$ cat src/rtl/core/dtpc_pkg.sv
// ----------------------------------------------------------------------------
// dtpc_pkg
// Shared types and constants of the differential temperature pump controller.
// ----------------------------------------------------------------------------
package dtpc_pkg;

    localparam int NOW_W          = 32;
    localparam int TEMP_W         = 12;
    localparam int TEMP_DIFF_W    = 11;
    localparam int RUN_SECONDS_W  = 16;
    localparam int INTERVAL_W     = 8;

    localparam int IN_TDATA_W     = 48;   // 32 + 12, padded to bytes
    localparam int OUT_TDATA_W    = 32;   // 4 flags + 2 x 12, padded to bytes

    localparam int CFG_INDEX_W    = 2;
    localparam int CFG_DATA_W     = 16;

    localparam logic [CFG_INDEX_W-1:0] CFG_TEMP_DIFF   = 2'd0;
    localparam logic [CFG_INDEX_W-1:0] CFG_RUN_SECONDS = 2'd1;
    localparam logic [CFG_INDEX_W-1:0] CFG_INTERVAL    = 2'd2;

    localparam logic [TEMP_DIFF_W-1:0]   TEMP_DIFF_RST   = 11'd80;
    localparam logic [RUN_SECONDS_W-1:0] RUN_SECONDS_RST = 16'd600;
    localparam logic [INTERVAL_W-1:0]    INTERVAL_RST    = 8'd5;

    localparam logic SENSOR_ROOF = 1'b0;
    localparam logic SENSOR_POOL = 1'b1;

    // controller -> datapath
    typedef struct packed {
        logic capture;     // request accepted: latch time and reading
        logic record;      // store reading, advance position, clear sums
        logic accum;       // add one window entry
        logic div_start;   // load divider
        logic div_step;    // one quotient bit
        logic commit;      // update state and result register
    } dtpc_cmd_t;

    // datapath -> controller
    typedef struct packed {
        logic act;         // interval elapsed for the held request
        logic acc_last;    // last window entry being added
        logic div_last;    // last quotient bit being formed
    } dtpc_stat_t;

endpackage

$ cat src/rtl/core/dtpc_dp.sv
// ----------------------------------------------------------------------------
// dtpc_dp
// Datapath: config registers, sensor windows, sum/count sweep, restoring
// divider and pump decision.
// ----------------------------------------------------------------------------
module dtpc_dp #(
    parameter int WINDOW_DEPTH = 10
) (
    input  logic                                clk,
    input  logic                                rst_n,
    input  logic                                cfg_we,
    input  logic [dtpc_pkg::CFG_INDEX_W-1:0]    cfg_index,
    input  logic [dtpc_pkg::CFG_DATA_W-1:0]     cfg_data,
    input  logic [dtpc_pkg::NOW_W-1:0]          now_seconds,
    input  logic signed [dtpc_pkg::TEMP_W-1:0]  temperature,
    input  dtpc_pkg::dtpc_cmd_t                 cmd,
    output dtpc_pkg::dtpc_stat_t                stat,
    output logic [dtpc_pkg::OUT_TDATA_W-1:0]    result
);
    import dtpc_pkg::*;

    localparam int IDX_W = (WINDOW_DEPTH > 1) ? $clog2(WINDOW_DEPTH) : 1;
    localparam int CNT_W = $clog2(WINDOW_DEPTH + 1);
    localparam int SUM_W = TEMP_W + $clog2(WINDOW_DEPTH);
    localparam int BIT_W = $clog2(SUM_W);

    logic [TEMP_DIFF_W-1:0]   temp_diff_reg;
    logic [RUN_SECONDS_W-1:0] run_seconds_reg;
    logic [INTERVAL_W-1:0]    interval_reg;

    logic [NOW_W-1:0]         now_reg;
    logic signed [TEMP_W-1:0] temp_reg;
    logic                     act_reg;

    logic signed [TEMP_W-1:0] roof_win_reg [WINDOW_DEPTH];
    logic signed [TEMP_W-1:0] pool_win_reg [WINDOW_DEPTH];
    logic [IDX_W-1:0]         roof_pos_reg;
    logic [IDX_W-1:0]         pool_pos_reg;
    logic                     sel_reg;
    logic signed [TEMP_W-1:0] roof_avg_reg;
    logic signed [TEMP_W-1:0] pool_avg_reg;
    logic                     pump_on_reg;
    logic [NOW_W-1:0]         start_stamp_reg;
    logic [NOW_W-1:0]         last_action_reg;

    logic [SUM_W-1:0]         sum_reg;
    logic [CNT_W-1:0]         count_reg;
    logic [IDX_W-1:0]         idx_reg;
    logic [CNT_W-1:0]         rem_reg;
    logic [SUM_W-1:0]         quot_reg;
    logic [BIT_W-1:0]         bit_reg;
    logic [OUT_TDATA_W-1:0]   result_reg;

    logic signed [TEMP_W-1:0] entry;
    logic                     entry_pos;
    logic [IDX_W-1:0]         cur_pos;
    logic [IDX_W-1:0]         pos_adv;
    logic [CNT_W:0]           trial;
    logic                     trial_ge;
    logic signed [TEMP_W-1:0] avg_new;
    logic signed [TEMP_W-1:0] roof_upd;
    logic signed [TEMP_W-1:0] pool_upd;
    logic signed [TEMP_W:0]   diff;
    logic                     start_ok;
    logic                     stop_ok;
    logic                     pump_upd;
    logic                     changed;
    logic [NOW_W-1:0]         elapsed;

    assign entry     = (sel_reg == SENSOR_POOL) ? pool_win_reg[idx_reg] : roof_win_reg[idx_reg];
    assign entry_pos = !entry[TEMP_W-1] && (entry != '0);

    assign cur_pos = (sel_reg == SENSOR_POOL) ? pool_pos_reg : roof_pos_reg;
    assign pos_adv = (cur_pos == IDX_W'(WINDOW_DEPTH - 1)) ? '0 : cur_pos + IDX_W'(1);

    assign trial    = {rem_reg, quot_reg[SUM_W-1]};
    assign trial_ge = trial >= {1'b0, count_reg};

    assign elapsed = now_seconds - last_action_reg;

    always_comb
    begin
        avg_new  = (count_reg == '0) ? temp_reg : $signed(quot_reg[TEMP_W-1:0]);
        roof_upd = roof_avg_reg;
        pool_upd = pool_avg_reg;
        if (act_reg)
        begin
            if (sel_reg == SENSOR_POOL)
                pool_upd = avg_new;
            else
                roof_upd = avg_new;
        end
        diff     = {roof_upd[TEMP_W-1], roof_upd} - {pool_upd[TEMP_W-1], pool_upd};
        start_ok = (roof_upd != '0) && (pool_upd != '0)
                   && (diff >= $signed({2'b00, temp_diff_reg}));
        stop_ok  = (now_reg - start_stamp_reg) > {{(NOW_W-RUN_SECONDS_W){1'b0}}, run_seconds_reg};
        pump_upd = pump_on_reg;
        changed  = 1'b0;
        if (act_reg)
        begin
            if (pump_on_reg)
            begin
                if (stop_ok)
                begin
                    pump_upd = 1'b0;
                    changed  = 1'b1;
                end
            end
            else if (start_ok)
            begin
                pump_upd = 1'b1;
                changed  = 1'b1;
            end
        end
    end

    always_ff @(posedge clk or negedge rst_n)
    begin
        if (!rst_n)
        begin
            temp_diff_reg   <= TEMP_DIFF_RST;
            run_seconds_reg <= RUN_SECONDS_RST;
            interval_reg    <= INTERVAL_RST;
            act_reg         <= 1'b0;
            for (int i = 0; i < WINDOW_DEPTH; i++)
            begin
                roof_win_reg[i] <= '0;
                pool_win_reg[i] <= '0;
            end
            roof_pos_reg    <= '0;
            pool_pos_reg    <= '0;
            sel_reg         <= SENSOR_ROOF;
            roof_avg_reg    <= '0;
            pool_avg_reg    <= '0;
            pump_on_reg     <= 1'b0;
            start_stamp_reg <= '0;
            last_action_reg <= '0;
            count_reg       <= '0;
            idx_reg         <= '0;
            bit_reg         <= '0;
        end
        else
        begin
            if (cfg_we)
            begin
                unique case (cfg_index)
                    CFG_TEMP_DIFF:   temp_diff_reg   <= cfg_data[TEMP_DIFF_W-1:0];
                    CFG_RUN_SECONDS: run_seconds_reg <= cfg_data[RUN_SECONDS_W-1:0];
                    CFG_INTERVAL:    interval_reg    <= cfg_data[INTERVAL_W-1:0];
                    default:         ;
                endcase
            end

            if (cmd.capture)
                act_reg <= elapsed >= {{(NOW_W-INTERVAL_W){1'b0}}, interval_reg};

            if (cmd.record)
            begin
                if (sel_reg == SENSOR_POOL)
                begin
                    pool_win_reg[pool_pos_reg] <= temp_reg;
                    pool_pos_reg               <= pos_adv;
                end
                else
                begin
                    roof_win_reg[roof_pos_reg] <= temp_reg;
                    roof_pos_reg               <= pos_adv;
                end
                count_reg <= '0;
                idx_reg   <= '0;
            end

            if (cmd.accum)
            begin
                if (entry_pos)
                    count_reg <= count_reg + CNT_W'(1);
                if (!stat.acc_last)
                    idx_reg <= idx_reg + IDX_W'(1);
            end

            if (cmd.div_start)
                bit_reg <= '0;
            if (cmd.div_step)
                bit_reg <= bit_reg + BIT_W'(1);

            if (cmd.commit && act_reg)
            begin
                last_action_reg <= now_reg;
                roof_avg_reg    <= roof_upd;
                pool_avg_reg    <= pool_upd;
                sel_reg         <= !sel_reg;
                pump_on_reg     <= pump_upd;
                if (changed && pump_upd)
                    start_stamp_reg <= now_reg;
            end
        end
    end

    // payload registers
    always_ff @(posedge clk)
    begin
        if (cmd.capture)
        begin
            now_reg  <= now_seconds;
            temp_reg <= temperature;
        end
        if (cmd.record)
            sum_reg <= '0;
        if (cmd.accum && entry_pos)
            sum_reg <= sum_reg + {{(SUM_W-TEMP_W+1){1'b0}}, entry[TEMP_W-2:0]};
        if (cmd.div_start)
        begin
            rem_reg  <= '0;
            quot_reg <= sum_reg;
        end
        if (cmd.div_step)
        begin
            rem_reg  <= trial_ge ? CNT_W'(trial - {1'b0, count_reg}) : trial[CNT_W-1:0];
            quot_reg <= {quot_reg[SUM_W-2:0], trial_ge};
        end
        if (cmd.commit)
        begin
            result_reg <= {4'b0000, pool_upd, roof_upd,
                           act_reg ? !sel_reg : sel_reg, pump_upd, changed, act_reg};
        end
    end

    assign stat.act      = act_reg;
    assign stat.acc_last = idx_reg == IDX_W'(WINDOW_DEPTH - 1);
    assign stat.div_last = bit_reg == BIT_W'(SUM_W - 1);
    assign result        = result_reg;

`ifndef SYNTHESIS
    a_count_bound: assert property (@(posedge clk) disable iff (!rst_n)
        count_reg <= CNT_W'(WINDOW_DEPTH))
        else $error("positive entry count exceeds window depth");

    a_avg_range: assert property (@(posedge clk) disable iff (!rst_n)
        (cmd.commit && act_reg && count_reg != '0) |-> (quot_reg[SUM_W-1:TEMP_W-1] == '0))
        else $error("window average out of range");
`endif

endmodule

$ cat src/rtl/core/dtpc_ctrl.sv
// ----------------------------------------------------------------------------
// dtpc_ctrl
// Sequencer: accept, interval check, window sweep, divide, commit, and the
// result handshake.
// ----------------------------------------------------------------------------
module dtpc_ctrl (
    input  logic                  clk,
    input  logic                  rst_n,
    input  logic                  s_tvalid,
    output logic                  s_tready,
    output logic                  m_tvalid,
    input  logic                  m_tready,
    input  dtpc_pkg::dtpc_stat_t  stat,
    output dtpc_pkg::dtpc_cmd_t   cmd
);
    import dtpc_pkg::*;

    typedef enum logic [2:0] {
        ST_IDLE,
        ST_CHECK,
        ST_SUM,
        ST_DIV_INIT,
        ST_DIV,
        ST_COMMIT
    } state_t;

    state_t state_reg, state_next;
    logic   out_valid_reg, out_valid_next;
    logic   accept;

    assign s_tready = (state_reg == ST_IDLE) && (!out_valid_reg || m_tready);
    assign accept   = s_tvalid && s_tready;
    assign m_tvalid = out_valid_reg;

    always_comb
    begin
        cmd            = '0;
        state_next     = state_reg;
        out_valid_next = out_valid_reg;
        if (out_valid_reg && m_tready)
            out_valid_next = 1'b0;
        unique case (state_reg)
            ST_IDLE:
            begin
                if (accept)
                begin
                    cmd.capture = 1'b1;
                    state_next  = ST_CHECK;
                end
            end
            ST_CHECK:
            begin
                if (stat.act)
                begin
                    cmd.record = 1'b1;
                    state_next = ST_SUM;
                end
                else
                    state_next = ST_COMMIT;
            end
            ST_SUM:
            begin
                cmd.accum = 1'b1;
                if (stat.acc_last)
                    state_next = ST_DIV_INIT;
            end
            ST_DIV_INIT:
            begin
                cmd.div_start = 1'b1;
                state_next    = ST_DIV;
            end
            ST_DIV:
            begin
                cmd.div_step = 1'b1;
                if (stat.div_last)
                    state_next = ST_COMMIT;
            end
            ST_COMMIT:
            begin
                cmd.commit     = 1'b1;
                out_valid_next = 1'b1;
                state_next     = ST_IDLE;
            end
            default:
                state_next = ST_IDLE;
        endcase
    end

    always_ff @(posedge clk or negedge rst_n)
    begin
        if (!rst_n)
        begin
            state_reg     <= ST_IDLE;
            out_valid_reg <= 1'b0;
        end
        else
        begin
            state_reg     <= state_next;
            out_valid_reg <= out_valid_next;
        end
    end

`ifndef SYNTHESIS
    a_accept_check: assert property (@(posedge clk) disable iff (!rst_n)
        (s_tvalid && s_tready) |=> (state_reg == ST_CHECK))
        else $error("accepted request not followed by interval check");

    a_commit_valid: assert property (@(posedge clk) disable iff (!rst_n)
        (state_reg == ST_COMMIT) |=> m_tvalid)
        else $error("commit did not raise result valid");

    a_busy_no_ready: assert property (@(posedge clk) disable iff (!rst_n)
        (state_reg != ST_IDLE) |-> !s_tready)
        else $error("ready raised while a request is in progress");
`endif

endmodule

$ cat src/rtl/core/differential_temp_pump_controller.sv
// Steps: accept, interval check and commit when the interval has not elapsed;
//   when it acts, accept, interval check, window sweep over WINDOW_DEPTH entries,
//   divider load, bit-serial divide of SUM_W quotient bits (SUM_W = 12 +
//   clog2(WINDOW_DEPTH)) and commit. No new request is accepted until the last
//   commits; a held result does not stop the next one being accepted once it is being taken.
// Reset (rst_n, async, active low): state clears, config returns to 80 / 600 / 5.
// ----------------------------------------------------------------------------
// differential_temp_pump_controller
// Solar pool pump controller driven by alternate roof/pool readings.
// ----------------------------------------------------------------------------
module differential_temp_pump_controller #(
    parameter int WINDOW_DEPTH = 10
) (
    input  logic                                 clk,
    input  logic                                 rst_n,
    input  logic                                 cfg_we,
    input  logic [dtpc_pkg::CFG_INDEX_W-1:0]     cfg_index,
    input  logic [dtpc_pkg::CFG_DATA_W-1:0]      cfg_data,
    input  logic                                 s_tvalid,
    output logic                                 s_tready,
    // now_seconds[31:0], temperature[43:32], zero pad
    input  logic [dtpc_pkg::IN_TDATA_W-1:0]      s_tdata,
    output logic                                 m_tvalid,
    input  logic                                 m_tready,
    // acted[0], changed[1], pump_running[2], next_sensor[3],
    // roof_average[15:4], pool_average[27:16], zero pad
    output logic [dtpc_pkg::OUT_TDATA_W-1:0]     m_tdata
);
    import dtpc_pkg::*;

    dtpc_cmd_t  cmd;
    dtpc_stat_t stat;

    dtpc_ctrl u_ctrl (
        .clk      (clk),
        .rst_n    (rst_n),
        .s_tvalid (s_tvalid),
        .s_tready (s_tready),
        .m_tvalid (m_tvalid),
        .m_tready (m_tready),
        .stat     (stat),
        .cmd      (cmd)
    );

    dtpc_dp #(
        .WINDOW_DEPTH (WINDOW_DEPTH)
    ) u_dp (
        .clk         (clk),
        .rst_n       (rst_n),
        .cfg_we      (cfg_we),
        .cfg_index   (cfg_index),
        .cfg_data    (cfg_data),
        .now_seconds (s_tdata[NOW_W-1:0]),
        .temperature ($signed(s_tdata[NOW_W+TEMP_W-1:NOW_W])),
        .cmd         (cmd),
        .stat        (stat),
        .result      (m_tdata)
    );

endmodule
$ cat config.mk
export PLATFORM = sky130hd
export DESIGN_NAME = differential_temp_pump_controller
export DESIGN_NICKNAME = d
export VERILOG_FILES = /design/src/rtl/core/dtpc_pkg.sv /design/src/rtl/core/dtpc_dp.sv /design/src/rtl/core/dtpc_ctrl.sv /design/src/rtl/core/differential_temp_pump_controller.sv
export SDC_FILE = /design/constraint.sdc
export NUM_CORES = 1
export LEC_CHECK = 0
export ABC_AREA = 0
export BUFFER_PORTS_ARGS = -buffer_cell sky130_fd_sc_hd__buf_4
export CORE_MARGIN = 2
export CORE_UTILIZATION = 50
export DETAILED_ROUTE_END_ITERATION = 7
export PLACE_DENSITY = 0.72
export SETUP_SLACK_MARGIN = 0.1
export SYNTH_ARGS = -nofsm -noshare
export SYNTH_HDL_FRONTEND = slang
export SYNTH_SLANG_ARGS = --single-unit
$ cat constraint.sdc
create_clock -name clk -period 16 [get_ports clk]
set_input_delay 3.2 -clock clk [delete_from_list [all_inputs] [get_ports clk]]
set_output_delay 3.2 -clock clk [all_outputs]
set_load 0.005 [all_outputs]
# Word-level counts from Yosys, hierarchy flattened
# Cells that the tools add are included.
[totals] regBits=498 in_bits=71 word_cells=166
[classes] add_sub_neg=9 order_cmp=9 n_eq_ne=13 n_mux=57 bitwise=4 reduce_logical=31
[ops] op="$bwmux W120" n=2
[ops] op="$mux W12" n=12
[ops] op="$bmux W12 S4" n=2
[ops] op="$demux W12 S4" n=2
[ops] op="$mux W16" n=4
[ops] op="$sub A32 B32 Y32" n=2
[ops] op="$mux W4" n=12
[ops] op="$reduce_bool A12 Y1" n=3
[ops] op="$ge A32 B8 Y1" n=1
[ops] op="$gt A32 B16 Y1" n=1
[ops] op="$mux W1" n=18
[ops] op="$add A16 B11 Y16" n=1
[ops] op="$add A4 B1 Y4 const B" n=4
[ops] op="$ge A5 B5 Y1 const B" n=3
[ops] op="$not A4 Y5" n=3
[ops] op="$pmux W3 S5" n=1
[ops] op="$ge A13 B12 Y1" n=1
[ops] op="$sub A12 B12 Y13" n=1
[ops] op="$eq A4 B4 Y1 const B" n=3
[ops] op="$mux W3" n=4
[ops] op="$reduce_and A2 Y1" n=6
[ops] op="$logic_and A1 B1 Y1" n=11
[ops] op="$lt A5 B1 Y1 const B" n=2
[ops] op="$eq A3 B2 Y1 const B" n=2
[ops] op="other kinds (16)" n=22

# Depth between registers and ports, before layout
[logic_depth] depth_word=12 mapped_depth=27 mapped_depth_nobuf=24

# By module
# A second synthesis with hierarchy kept.
[hier_totals] cells_unflattened=2296 area_unflattened_um2=27086.0
[modules_own_cells] module="dtpc_dp" n_inst=1 cells_each=2269 area_each_um2=26839.5 seq_area_each_um2=12912.4
[modules_own_cells] module="dtpc_ctrl" n_inst=1 cells_each=27 area_each_um2=246.5 seq_area_each_um2=100.1

# Worst setup path before layout
# No wires, ideal clock.
[synth_path] path_type="in2out" startpoint="input port m_tready" endpoint="output port s_tready" t_arrival_ns=3.518 t_required_ns=12.800 setup_slack_ns=9.282 cell_stages=2 cell_sequence="nand2b_1 -> and3_1"
[synth_via] elab_chain_cells=2
[synth_lines] element="from (decl)" line_no="differential_temp_pump_controller.sv:24" text="input logic m_tready,"
[synth_lines] element="$logic_or A1 B1 Y1" line_no="dtpc_ctrl.sv:31" text="assign s_tready = (state_reg == ST_IDLE) && (!out_valid_reg || m_tready);"
[synth_lines] element="$logic_and A1 B1 Y1" line_no="dtpc_ctrl.sv:31"
[synth_lines] element="to (decl)" line_no="differential_temp_pump_controller.sv:20" text="output logic s_tready,"
# Every way passes these cells.

# Worst setup path in the final report
[layout_path] startpoint="input port s_tdata[4] (netlist bit)" endpoint="register u_dp.act_reg"
[layout_via] elab_chain_cells=2
[layout_lines] element="from (decl)" line_no="differential_temp_pump_controller.sv:22" text="input logic [dtpc_pkg::IN_TDATA_W-1:0] s_tdata,"
[layout_lines] element="$sub A32 B32 Y32" line_no="dtpc_dp.sv:79" text="assign elapsed = now_seconds - last_action_reg;"
[layout_lines] element="$ge A32 B8 Y1" line_no="dtpc_dp.sv:155" text="act_reg <= elapsed >= {{(NOW_W-INTERVAL_W){1'b0}}, interval_reg};"
[layout_lines] element="to (signal assigned)" line_no="dtpc_dp.sv:155"
[layout_lines] element="to (decl)" line_no="dtpc_dp.sv:33" text="logic act_reg;"
# Every way passes these cells.
# A chain may end at the register's enable or synchronous reset.

==> results.txt <==
----------------------------------------------------
[Run status]
  Status ... finished clean

[Worst setup path]
  Required time at the worst-slack endpoint ... 16,480 ps
  Critical setup path kind ... primary input to flop
  Critical Path Sink Type ... flop
  Reg2reg path depth ... 18
  End of the worst register-to-register path ... u_dp.sum_reg[15]
  Startpoint class of the critical path ... primary input
  Setup slack, reg-to-reg ... 9750 ps
  Source of the worst register-to-register timing path ... u_dp.idx_reg[0]
  Arrival time at the worst endpoint ... 7490 ps
  Peak fanout along the critical path ... 7

[Timing]
  Worst hold slack after final layout ... 499 ps
  Setup repair after global routing missed its margin ... false
  Fmax ... 143 MHz
  Worst path setup slack after routing ... 8990 ps
  Portion of the clock cycle consumed by the worst path in the final layout ... 43.8%
  Post-Route Skew ... 38.4 ps
  Period minus WS final ... 7010 ps
  Normalized max-slew margin ... 14.1%
  Worst-margin pin slew ... 1280 ps
  Post-Route Setup TNS ... 0 ps
  Final setup violating endpoints ... 0
  Total count of max-transition violations in the final report ... 0
  Final hold violations ... 0

[Detailed routing]
  1st-pass router iterations ... 6
  Vias ... 18,931
  DRT antenna net count ... 0
  DRC violation total after the first TritonRoute iteration ... 1,301
  Via density per instance ... 5.94
  DRC violations left ... 0
  Routed wirelength normalized by instance count ... 20.8 µm
  Post-Route WL ... 66,200 µm

[Global routing]
  Via count of the first global-routing pass ... 19,362
  Antenna violations before repair ... 0
  Global Route Usage Sum ... 23.7%
  Overall overflow remaining after global route ... 0
  First-pass GRT wire length ... 105,000 µm
  Largest net degree at the start of global routing ... 98

[Logic synthesis]
  Number of enable-type register cells in the synthesized netlist ... 108
  Main combinational cell family by area after synthesis ... multiplexers
  Post-synthesis sequential element count ... 498
  Post-Synth XOR/XNOR Area ... 1.85%
  Number of unique standard cell types used by synthesis ... 79
  Mean instance size in the synthesized netlist ... 11.3 µm²
  Top flip-flop cell by instance count after synthesis ... sky130_fd_sc_hd__dfrtp_1
  Cell count after synthesis ... 2,386
  Asr flop ratio synth ... 78.3%
  Mapped cell area ... 27,000 µm²
  Total of warnings raised by yosys ... 0
  Proportion of synthesized chip area in sequential cells ... 48.2%
  Area share of fa/ha/maj cells after synthesis ... 6.35%
  Share of the synthesized area in compound gates (AO/OA/AOI/OAI) ... 10.6%
  Simple-gate portion of the synthesized area ... 9.00%
  Multiplexer share of the synthesized area ... 19.9%

[Die]
  Area inside the core boundary ... 53,600 µm²
  Die extent in x ... 236 µm
  IO Pins ... 105
  Initial Utilization ... 50.4%
  Vert. Die Dim ... 236 µm
  Die ar. ... 55,900 µm²
  Site Rows ... 85

[Hold path]
  Source of the worst hold timing path ... u_dp.roof_win_reg[88]
  Destination of the worst hold path ... u_dp.roof_win_reg[88]
  Path class of the lowest-slack min-delay path ... flop to flop
  Hold path cells ... 1

[CTS]
  Gates resized, CTS repair ... 0
  Latest clock arrival within the worst-skew pair ... 630 ps
  Clk slew on worst S/H paths ... 70 ps
  TritonCTS Buffers ... 54
  TritonCTS clock tree ... built
  Cell at the root of the clock tree ... sky130_fd_sc_hd__clkbuf_16
  Buffers inserted during post-CTS setup optimization ... 0
  Clock sink count ... 498
  H-tree depth ... 2
  Hold buffers post-CTS ... 0
  Max Root-Sink Buffers ... 3

[Placement]
  PortBufs ... 96
  HPWL after detailed placement ... 45,900 µm
  Routability cong. ... 0.911
  Setup slack at placement ... 8390 ps
  Placed Instance Area ... 28,300 µm²

[Pwr]
  Power density over cell area ... 225 nW/µm²
  Worst vdd ir ... 0.129 mV
  Leakage component of the power ... 13.6 nW

[Layout]
  ANT cells ... 0
  Ratio of cells with drive above 1 in the final layout ... 24.3%
  Final Core Density ... 56.5%
  Layout overhead on the synthesized area ... 12.2%
  Final std cell area, no fill ... 30,300 µm²
  Number of nets in the finished design ... 2,649

[Flow run]
  Max-Cap Viols ... 0

----------------------------------------------------
-- critical path: stages --
cell,delay (ps)
sky130_fd_sc_hd__buf_4,110
sky130_fd_sc_hd__ha_1,400
sky130_fd_sc_hd__o211ai_1,120
sky130_fd_sc_hd__a21oi_1,350
sky130_fd_sc_hd__nor2_1,120
sky130_fd_sc_hd__o21ai_0,240
sky130_fd_sc_hd__xor2_1,180
sky130_fd_sc_hd__ha_1,290
sky130_fd_sc_hd__a221oi_1,280
sky130_fd_sc_hd__and3_1,220
sky130_fd_sc_hd__nand4_1,100
sky130_fd_sc_hd__a2111o_1,440
sky130_fd_sc_hd__nor4_1,410
sky130_fd_sc_hd__o2111ai_1,160
sky130_fd_sc_hd__or4_1,460
sky130_fd_sc_hd__nor4_1,280
sky130_fd_sc_hd__a31oi_1,120
-- metrics by stage --
step / power [W] / instances
after global routing: 0.00729 / 3186
after floorplan: 0.00453 / 2389
after detailed placement: 0.00543 / 3084
final: 0.00681 / 3186
after global placement: 0.00529 / 3084
after CTS: 0.00681 / 3186
-- placed cells by master, fill, tap and decap left out, types with 12 or more instances in the layout --
cell	count
sky130_fd_sc_hd__a211oi_1	12
sky130_fd_sc_hd__dfrtp_1	380
sky130_fd_sc_hd__ha_1	129
sky130_fd_sc_hd__o221ai_1	17
sky130_fd_sc_hd__a31oi_1	13
sky130_fd_sc_hd__xnor2_1	38
sky130_fd_sc_hd__nand2_1	205
sky130_fd_sc_hd__a21oi_1	119
sky130_fd_sc_hd__nor3_1	28
sky130_fd_sc_hd__mux2_2	314
sky130_fd_sc_hd__xor2_1	19
sky130_fd_sc_hd__nor4_1	20
sky130_fd_sc_hd__inv_1	156
sky130_fd_sc_hd__buf_4	122
sky130_fd_sc_hd__o21a_1	29
sky130_fd_sc_hd__clkbuf_16	56
sky130_fd_sc_hd__mux2i_1	75
sky130_fd_sc_hd__nand3_1	35
sky130_fd_sc_hd__a21o_1	21
sky130_fd_sc_hd__nand2b_1	15
sky130_fd_sc_hd__o21ai_0	160
sky130_fd_sc_hd__o22ai_1	16
sky130_fd_sc_hd__nand4_1	19
sky130_fd_sc_hd__nor2b_1	18
sky130_fd_sc_hd__mux4_2	48
sky130_fd_sc_hd__nor2_1	106
sky130_fd_sc_hd__edfxtp_1	108
-- cell usage after synthesis, drive strengths merged (35+ instances only) --
cell,n,area [µm²]
dfrtp,382,9560
mux2,314,3540
nand2,205,769
o21ai,161,806
inv,157,589
ha,129,1610
a21oi,119,596
edfxtp,108,3240
nor2,107,402
clkbuf,85,319
mux2i,75,751
mux4,48,1080
buf,39,196
xnor2,38,333
nand3,35,175
-- worst max path at each step --
stage | start | endpoint | slack, ps
after detailed placement | s_tdata[4] | u_dp.act_reg | 8390
after CTS | m_tready | s_tready | 8990
after floorplan | m_tready | s_tready | 9280
after global routing | s_tdata[3] | u_dp.act_reg | 8740
final | s_tdata[4] | u_dp.act_reg | 8990
after global placement | s_tdata[4] | u_dp.act_reg | 8450
-- routing by layer --
metal / track usage [%] / share of wire, %
met1: 30.5 / 42
met2: 41.6 / 50
met3: 3.14 / 4.4
met4: 7.71 / 2.9
met5: 0 / 0
-- final cells by class --
| type | count | area, µm² |
|---|---|---|
| sequential | 498 | 13000 |
| tap | 696 | 871 |
| multi-input combinational | 1609 | 12900 |
| clock buffer | 70 | 1520 |
| timing repair buffer | 123 | 931 |
| clock inverter | 32 | 428 |
| inverter | 158 | 593 |
| fill | 4500 | 23300 |
-- cells by family (layout without fill, tap and decap cells) --
| group | count (synthesis) | count (layout) |
|---|---|---|
| buf+inv | 282 | 383 |
| flops | 498 | 498 |
| simple gates | 513 | 513 |
| other cells | 1 | 4 |
| xor+xnor | 57 | 57 |
| compound gates | 464 | 464 |
| fa+ha+maj | 134 | 134 |
| mux | 437 | 437 |
-- power by group --
group / leakage, nW / internal, W / switching (W) / total, W
sequential: 6.14 / 0.00180 / 0.000320 / 0.00212
combinational: 6.47 / 0.00146 / 0.00188 / 0.00333
clock: 0.960 / 0.000820 / 0.000536 / 0.00136
total: 13.6 / 0.00408 / 0.00273 / 0.00681
No activity file was read; power rests on OpenSTA's default activity.
